--- src/rtl/core/pdfc_pkg.sv ---
// shared types and constants of the dark/bias/flat calibration pipeline
// no dependencies
package pdfc_pkg;

  localparam int PIX_W     = 16;
  localparam int LVL_W     = 22;
  localparam int GAIN_W    = 16;
  localparam int LFRAC     = 4;
  localparam int GFRAC     = 12;
  localparam int DIFF_W    = 24;
  localparam int NSHIFT    = GFRAC - LFRAC;
  localparam int QUO_W     = 16;
  localparam int DIV_STEPS = 4;
  localparam int DIV_STGS  = QUO_W / DIV_STEPS;
  localparam int IN_W      = 80;
  localparam int CFG_IDX_W = 2;

  localparam logic [GAIN_W-1:0] GAIN_ONE  = GAIN_W'(1 << GFRAC);
  localparam logic [PIX_W-1:0]  MAX_WIDE  = {PIX_W{1'b1}};
  localparam logic [PIX_W-1:0]  MAX_NARROW = PIX_W'(255);

  typedef enum logic [CFG_IDX_W-1:0] {
    REG_BIAS_EN = 2'd0,
    REG_DARK_EN = 2'd1,
    REG_FLAT_EN = 2'd2,
    REG_WIDE    = 2'd3
  } pdfc_reg_t;

  // one pixel in flight through the divider stages
  typedef struct packed {
    logic              bypass;
    logic              nonpos;
    logic              ovf;
    logic              wide;
    logic [PIX_W-1:0]  raw;
    logic [GAIN_W-1:0] gain;
    logic [GAIN_W-1:0] rem;
    logic [QUO_W-1:0]  work;
  } pdfc_word_t;

endpackage

--- src/rtl/core/pdfc_div_stage.sv ---
// four restoring division steps on one pixel word
// depends on pdfc_pkg
module pdfc_div_stage import pdfc_pkg::*; (
  input  pdfc_word_t din,
  output pdfc_word_t dout
);

  always_comb begin
    logic [GAIN_W:0] t;
    pdfc_word_t w;
    w = din;
    for (int i = 0; i < DIV_STEPS; i++) begin
      t = {w.rem, w.work[QUO_W-1]};
      if (t >= {1'b0, w.gain}) begin
        w.rem  = GAIN_W'(t - {1'b0, w.gain});
        w.work = {w.work[QUO_W-2:0], 1'b1};
      end else begin
        w.rem  = t[GAIN_W-1:0];
        w.work = {w.work[QUO_W-2:0], 1'b0};
      end
    end
    dout = w;
  end

endmodule

--- src/rtl/core/pixel_dark_flat_calibration_top.sv ---
// Pixel calibration: subtracts the enabled bias and dark levels, divides by the
// flat gain, rounds half to even and clamps to the pixel range; with all three
// corrections off the raw pixel passes unchanged. One pixel enters per clock
// when the output side does not stall. A level-subtract stage feeds the 16-step
// radix-2 divider, cut into four stages of four steps, then a round/clamp output
// register. Each stage holds its word until the next has room, so bubbles close
// up under backpressure. Configuration applies to words accepted after the write.
module pixel_dark_flat_calibration_top import pdfc_pkg::*; (
  input  logic                 clk,
  input  logic                 rst,
  input  logic                 s_tvalid,
  output logic                 s_tready,
  // raw_pixel[15:0], bias_level[37:16], dark_level[59:38], flat_gain[75:60], zero pad
  input  logic [IN_W-1:0]      s_tdata,
  output logic                 m_tvalid,
  input  logic                 m_tready,
  // calibrated_pixel[15:0]
  output logic [PIX_W-1:0]     m_tdata,
  input  logic                 cfg_we,
  input  logic [CFG_IDX_W-1:0] cfg_index,
  input  logic                 cfg_data
);

  logic bias_enable, dark_enable, flat_enable, wide_pixels;

  always_ff @(posedge clk) begin
    if (rst) begin
      bias_enable <= 1'b0;
      dark_enable <= 1'b0;
      flat_enable <= 1'b0;
      wide_pixels <= 1'b1;
    end else if (cfg_we) begin
      case (pdfc_reg_t'(cfg_index))
        REG_BIAS_EN: bias_enable <= cfg_data;
        REG_DARK_EN: dark_enable <= cfg_data;
        REG_FLAT_EN: flat_enable <= cfg_data;
        REG_WIDE:    wide_pixels <= cfg_data;
        default: ;
      endcase
    end
  end

  // input fields
  logic [PIX_W-1:0]  raw_pixel;
  logic [LVL_W-1:0]  bias_level, dark_level;
  logic [GAIN_W-1:0] flat_gain;

  assign raw_pixel  = s_tdata[PIX_W-1:0];
  assign bias_level = s_tdata[PIX_W+LVL_W-1:PIX_W];
  assign dark_level = s_tdata[PIX_W+2*LVL_W-1:PIX_W+LVL_W];
  assign flat_gain  = s_tdata[PIX_W+2*LVL_W+GAIN_W-1:PIX_W+2*LVL_W];

  // level subtraction
  logic signed [DIFF_W-1:0] diff;
  logic [DIFF_W-2:0]        diff_pos;
  pdfc_word_t               entry;

  always_comb begin
    logic signed [DIFF_W-1:0] raw_ext, bias_ext, dark_ext;
    raw_ext  = DIFF_W'({raw_pixel, {LFRAC{1'b0}}});
    bias_ext = bias_enable ? DIFF_W'($signed(bias_level)) : '0;
    dark_ext = dark_enable ? DIFF_W'($signed(dark_level)) : '0;
    diff     = raw_ext - bias_ext - dark_ext;
    diff_pos = diff[DIFF_W-2:0];

    entry.bypass = !(bias_enable || dark_enable || flat_enable);
    entry.nonpos = diff[DIFF_W-1] || (diff == '0);
    entry.ovf    = 1'b0;
    entry.wide   = wide_pixels;
    entry.raw    = raw_pixel;
    if (!flat_enable) begin
      entry.gain = GAIN_ONE;
    end else if (flat_gain == '0) begin
      entry.gain = GAIN_W'(1);
    end else begin
      entry.gain = flat_gain;
    end
    entry.rem  = GAIN_W'(diff_pos >> (QUO_W - NSHIFT));
    entry.work = {diff_pos[QUO_W-NSHIFT-1:0], {NSHIFT{1'b0}}};
  end

  // pipeline: stg[0] after subtract, stg[1..DIV_STGS] after divider stages
  pdfc_word_t            stg     [DIV_STGS+1];
  pdfc_word_t            div_in  [DIV_STGS];
  pdfc_word_t            div_out [DIV_STGS];
  logic [DIV_STGS:0]     vld;
  logic [DIV_STGS+1:0]   rdy;
  logic                  out_vld;
  logic [PIX_W-1:0]      out_pix;

  always_comb begin
    rdy[DIV_STGS+1] = !out_vld || m_tready;
    for (int k = DIV_STGS; k >= 0; k--) begin
      rdy[k] = !vld[k] || rdy[k+1];
    end
  end

  assign s_tready = rdy[0];

  // quotient would not fit in the result width
  always_comb begin
    for (int k = 0; k < DIV_STGS; k++) begin
      div_in[k] = stg[k];
    end
    div_in[0].ovf = stg[0].rem >= stg[0].gain;
  end

  for (genvar k = 0; k < DIV_STGS; k++) begin : g_div
    pdfc_div_stage u_div (
      .din  (div_in[k]),
      .dout (div_out[k])
    );
  end

  always_ff @(posedge clk) begin
    if (rst) begin
      vld <= '0;
    end else begin
      if (rdy[0]) vld[0] <= s_tvalid;
      for (int k = 1; k <= DIV_STGS; k++) begin
        if (rdy[k]) vld[k] <= vld[k-1];
      end
    end
  end

  always_ff @(posedge clk) begin
    if (rdy[0] && s_tvalid) stg[0] <= entry;
    for (int k = 1; k <= DIV_STGS; k++) begin
      if (rdy[k] && vld[k-1]) stg[k] <= div_out[k-1];
    end
  end

  // round half to even, clamp
  logic [PIX_W-1:0] result;

  always_comb begin
    pdfc_word_t       w;
    logic             up;
    logic [QUO_W:0]   q_rnd;
    logic [PIX_W-1:0] maxval;
    w      = stg[DIV_STGS];
    up     = ({w.rem, 1'b0} > {1'b0, w.gain}) ||
             (({w.rem, 1'b0} == {1'b0, w.gain}) && w.work[0]);
    q_rnd  = {1'b0, w.work} + (QUO_W+1)'(up);
    maxval = w.wide ? MAX_WIDE : MAX_NARROW;
    if (w.bypass) begin
      result = w.raw;
    end else if (w.nonpos) begin
      result = '0;
    end else if (w.ovf || (q_rnd > {1'b0, maxval})) begin
      result = maxval;
    end else begin
      result = q_rnd[PIX_W-1:0];
    end
  end

  always_ff @(posedge clk) begin
    if (rst) begin
      out_vld <= 1'b0;
    end else if (rdy[DIV_STGS+1]) begin
      out_vld <= vld[DIV_STGS];
    end
  end

  always_ff @(posedge clk) begin
    if (rdy[DIV_STGS+1] && vld[DIV_STGS]) out_pix <= result;
  end

  assign m_tvalid = out_vld;
  assign m_tdata  = out_pix;

endmodule

--- config.mk ---
export PLATFORM = sky130hd
export DESIGN_NAME = pixel_dark_flat_calibration_top
export DESIGN_NICKNAME = d
export VERILOG_FILES = /design/src/rtl/core/pdfc_pkg.sv /design/src/rtl/core/pdfc_div_stage.sv /design/src/rtl/core/pixel_dark_flat_calibration_top.sv
export SDC_FILE = /design/constraint.sdc
export NUM_CORES = 1
export LEC_CHECK = 0
export ABC_AREA = 1
export BUFFER_PORTS_ARGS = -buffer_cell sky130_fd_sc_hd__buf_2
export CORE_MARGIN = 1.5
export CORE_UTILIZATION = 52
export DETAILED_ROUTE_END_ITERATION = 8
export PLACE_DENSITY = 0.74
export SYNTH_ARGS = -nofsm -noshare
export SYNTH_HDL_FRONTEND = slang
export SYNTH_HIERARCHICAL = 1
export SYNTH_SLANG_ARGS = --single-unit
export TNS_END_PERCENT = 30
--- constraint.sdc ---
create_clock -name clk -period 9.1 [get_ports clk]
set_clock_uncertainty 0.05 [all_clocks]
set_input_delay 1.365 -clock clk [delete_from_list [all_inputs] [get_ports clk]]
set_output_delay 1.365 -clock clk [all_outputs]
set_load 0.02 [all_outputs]
# Word-level counts from Yosys, hierarchy flattened
# Memory sizes are Yosys's and may differ from the RTL's.
# Index checks and enable logic that the tools add are counted.
dict set report word_totals {
  register_bits 26
  latch_bits 0
  mem_bits_rw 340
  rom_bits 0
  input_bits 88
  output_inout_bits 18
  wordCells 120
  n_memories 1
}
# memory words word_bits rd rd_ports_with_merged_regs wr line
set mem_list {}
lappend mem_list {stg 5 68 5 0 5 pixel_dark_flat_calibration_top.sv:83} ;# pdfc_word_t stg [DIV_STGS+1];
dict set report classes {
  add_sub_neg 19
  mul 0
  div_mod_pow 0
  n_lt_le_gt_ge 19
  n_eq_ne 4
  n_shift 0
  n_mux 34
  n_bitwise 0
  reduce_logical 32
}
# operator count
set op_table {}
lappend op_table {{32-bit two-way mux} 16}
lappend op_table {{17-bit by 16-bit greater-or-equal comparator with 1-bit output} 16}
lappend op_table {{16-bit subtractor} 16}
lappend op_table {{16-bit two-way mux} 6}
lappend op_table {{24-bit two-way mux} 2}
lappend op_table {{17-bit by 16-bit > comparator with 1-bit output} 2}
lappend op_table {{24-bit zero test} 1}
lappend op_table {{21-bit by 24-bit subtractor with 24-bit output} 1}
lappend op_table {{24-bit subtractor} 1}
lappend op_table {{16-bit by 1-bit adder with 17-bit output} 1}
lappend op_table {{17-bit by 16-bit == test with 1-bit output} 1}
lappend op_table {{16-bit greater-or-equal comparator} 1}
lappend op_table {{16-bit zero test} 1}
lappend op_table {{1-bit logical OR} 11}
lappend op_table {{1-bit two-way mux} 10}
lappend op_table {{2-bit AND reduction} 4}
lappend op_table {{1-bit logical AND} 7}
lappend op_table {{1-bit zero test} 7}
lappend op_table {{2-bit == test (second input constant)} 2}
lappend op_table {{2-bit by 1-bit == test with 1-bit output (second input constant)} 1}
lappend op_table {{2-bit zero test} 1}

# Logic depth before layout (Yosys ltp)
dict set report depth {
  depth_word 10
  mapped_depth 53
  mapped_depth_nobuf 51
}

# Modules after synthesis
# The synthesis kept the hierarchy.
# module n_inst cells_each area_each_um2 seq_area_each_um2
set modules_own_cells {}
lappend modules_own_cells {pixel_dark_flat_calibration_top 1 1206 15148.3 10590.2}
lappend modules_own_cells {{pdfc_div_stage at g_div[1].u_div} 1 775 4618.2 0.0}
lappend modules_own_cells {{pdfc_div_stage at g_div[2].u_div} 1 807 4570.6 0.0}
lappend modules_own_cells {{pdfc_div_stage at g_div[0].u_div} 1 728 4436.8 0.0}
lappend modules_own_cells {{pdfc_div_stage at g_div[3].u_div} 1 709 4256.6 0.0}

# Worst setup path before layout
# OpenSTA, ideal clock, no wires.
dict set report synth_timing {
  kind {register to register}
  start {memory stg[0][159] (netlist name)}
  end {memory stg[0][218] (netlist name) (data pin)}
  setup_ns 0.130
  arrival_ns 7.023
  required_time_ns 8.920
  setup_slack_ns 1.897
  stages_incl_launch_ff 46
  path_buffers 4
  period_less_slack_ns 7.203
  path_cell_list {edfxtp_1 inv_1 ha_1 nand2_1 nor3_1 a31oi_2 clkbuf_1 nand3_1 nand2_1 ha_1 a21o_1 a21oi_1 nand2_1 nand4_1 nand2_1 nand2_1 nand3_4 buf_2 [10 not listed] clkbuf_1 nand3_1 nand2_1 ha_1 nand2_1 a21oi_1 a211oi_1 o211ai_1 nand2_1 nand3_1 nand2_1 inv_1 nor2_1 inv_1 nor2_4 buf_6 nand3_1 nand2_1}
}
# item line
set synth_rtl {}
lappend synth_rtl {{from (decl)} pixel_dark_flat_calibration_top.sv:83}

==> metrics.md <==
| Metric | Value |
|---|---|
| Run status | `complete, no violations` |
| Synth-to-layout area growth | `5.15%` |
| Pre-antenna DRT Iters | `5` |
| H-tree depth | `2` |
| Total of max-cap violations | `0` |
| Synth top area share | `0.315` |
| Vias | `26800` |
| Largest fanout on the critical path | `22` |
| Slew Limit Fails | `0` |
| Via/cell ratio | `5.29` |
| RSZ-0062 raised after global routing | `no` |
| RePlAce Congestion | `0.963` |
| Final hold viol count | `0` |
| Clock Latency Late Sink | `580 ps` |
| Data required time of the worst path | `9340 ps` |
| Sequential area share after synthesis | `0.321` |
| # rows | `92` |
| Num CTS Buffers | `40` |
| Die area | `65000 um2` |
| Worst-Margin Slew | `1260 ps` |
| Clk buf depth | `3` |
| Most common cell on crit path | `nand2_1` |
| Yosys warning count | `6` |
| Cell with the most instances after synthesis | `nand2_1` |
| CP peak stage delay | `500 ps` |
| Final setup vio count | `0` |
| DP HPWL | `66100 um` |
| Top post-synthesis cells by area | `edfxtp_1 31%, nand2_1 14%, ha_1 12%` |
| Primary FF master, synth | `edfxtp_1` |
| Slew headroom | `0.155` |
| Cells after Synth | `4225` |
| Final worst path period share | `0.932` |
| Core ar. | `63000 um2` |
| Most instantiated cells after synthesis | `1203 x nand2_1, 558 x inv_1, 346 x edfxtp_1` |
| CP endpoint kind | `flip-flop` |
| CTS sink count | `356` |
| Largest net degree at the start of global routing | `69` |
| Leading area contributor after synthesis | `edfxtp_1` |
| Setup TNS | `0 ps` |
| GRT overflow | `0` |
| Ports | `106` |
| Reg clk slew, reported paths | `60 ps` |
| Clk Tree Root Cell | `clkbuf_16` |
| Layout cells sized above 1 | `0.102` |
| Syn avg cell area | `7.82 um2` |
| CTS tree | `done` |
| Drt total wl | `82600 um` |
| F_max | `0.118 GHz` |
| Critical path class | `reg2reg` |
| Crit start category | `flip-flop` |
| Fin crit period | `8480 ps` |
| Initial antenna violation count | `3` |
| Post-synth EDFFs | `346` |
| Die Height | `255 um` |
| Synthesized area | `33000 um2` |
| Starting Density | `0.525` |
| Number of I/O port buffers | `101` |
| #FFs+latches synth | `356` |
| Drt drc | `0` |
| Critical Path Slowest Stage Cell | `edfxtp_1` |
| Number of DRC markers in iteration 0 | `2014` |
| Antenna-violating nets left | `0` |
| HP Class | `reg2reg` |
| Vias in the first global route | `25200` |
| Wire per inst | `16.3 um` |
| Number of distinct library cells after synthesis | `65` |
| Die W | `255 um` |
| Fin nets | `4628` |
| Crit path DAT | `8720 ps` |
| Overall routing resource usage | `0.258` |
| Ys async rst share | `0` |
| First-pass GRT wire length | `132000 um` |
-- what timing repair did --
action	4_1_cts	5_1_grt
buffers inserted	0	2
resized for setup	0	6
setup endpoints to repair	0	17
hold endpoints to repair	0	0
hold buffers	0	0
-- state kept, by name (all words and copies together) (netlist names) --
signal       flops
flat_enable      1
bias_enable      1
wide_pixels      1
m_tdata         16
stg            330
dark_enable      1
m_tvalid         1
vld              5
-- path summary, 6_finish.rpt --
kind | from | end | slack (ps) | cells past startpoint
worst max-delay path | stg[0][30] | stg[0][89] | 620 | 42
worst min-delay path | stg[0][129] | stg[0][201] | 350 | 0
worst max register to register | stg[0][30] | stg[0][89] | 620 | 42
worst min register to register | stg[0][129] | stg[0][201] | 350 | 0
-- logic make-up (layout without fill, tap and decap cells) --
logic type	Yosys count	in the layout	share of synthesized area
compound gates	523	523	0.0905
xor+xnor	216	216	0.0573
fa+ha+maj	357	357	0.143
buf+inv	835	816	0.122
flops	356	356	0.321
other cells	1	12	0.000114
simple gates	1937	1937	0.266
-- final cells by class --
type / instances / area, um2
clock inverter: 32 / 438
fill: 5864 / 28200
timing repair buffer: 150 / 923
tap: 846 / 1060
antenna: 2 / 5.00
multi-input combinational: 3043 / 18500
inverter: 592 / 2230
clock buffer: 42 / 1030
sequential: 356 / 10600
-- placed cells by master, fill, tap and decap left out, drive strengths merged, types with 36 or more instances in the layout --
cell type / netlist / routed
nand3: 240 / 240
nor3: 36 / 36
xor2: 117 / 117
xnor2: 99 / 99
edfxtp: 346 / 346
buf: 231 / 150
o21ai: 154 / 154
inv: 588 / 594
clkbuf: 12 / 42
nand4: 89 / 89
a21oi: 248 / 248
nand2: 1293 / 1293
nor2: 220 / 220
ha: 324 / 324
-- metal layers --
layer,up-vias,track usage,part of all wire
met3,116,0.0250,0.049
met1,12300,0.344,0.45
met5,-,0,0
li1,13700,-,-
met4,0,0.0879,0.030
met2,657,0.438,0.47
-- stage by stage --
| step | util | worst slack (ps) | cells | hold slack [ps] | cell area [um2] |
|---|---|---|---|---|---|
| 5_1_grt | 0.552 | 8.11 | 5063 | 357 | 34700 |
| 3_3_place_gp | 0.527 | 738 | 4985 | 350 | 33200 |
| 2_1_floorplan | - | 1900 | 4234 | 358 | 33100 |
| 4_1_cts | 0.551 | 598 | 5059 | 347 | 34700 |
| 3_5_place_dp | 0.527 | 661 | 4985 | 355 | 33200 |
| 6_report | 0.552 | 620 | 5063 | 348 | 34700 |
-- worst max-delay path, delay by kind of cell, from the launching register on --
family	cells	cell delay [ps]
AO/OA/AOI/OAI	11	2590
AND/OR/NAND/NOR	19	2600
flip-flops	1	500
buffers and inverters	8	1150
adder cells (fa/ha/maj)	4	1300
Power is not shown: default switching activity piles up to over one toggle a cycle in this logic, so the estimate is an artifact.
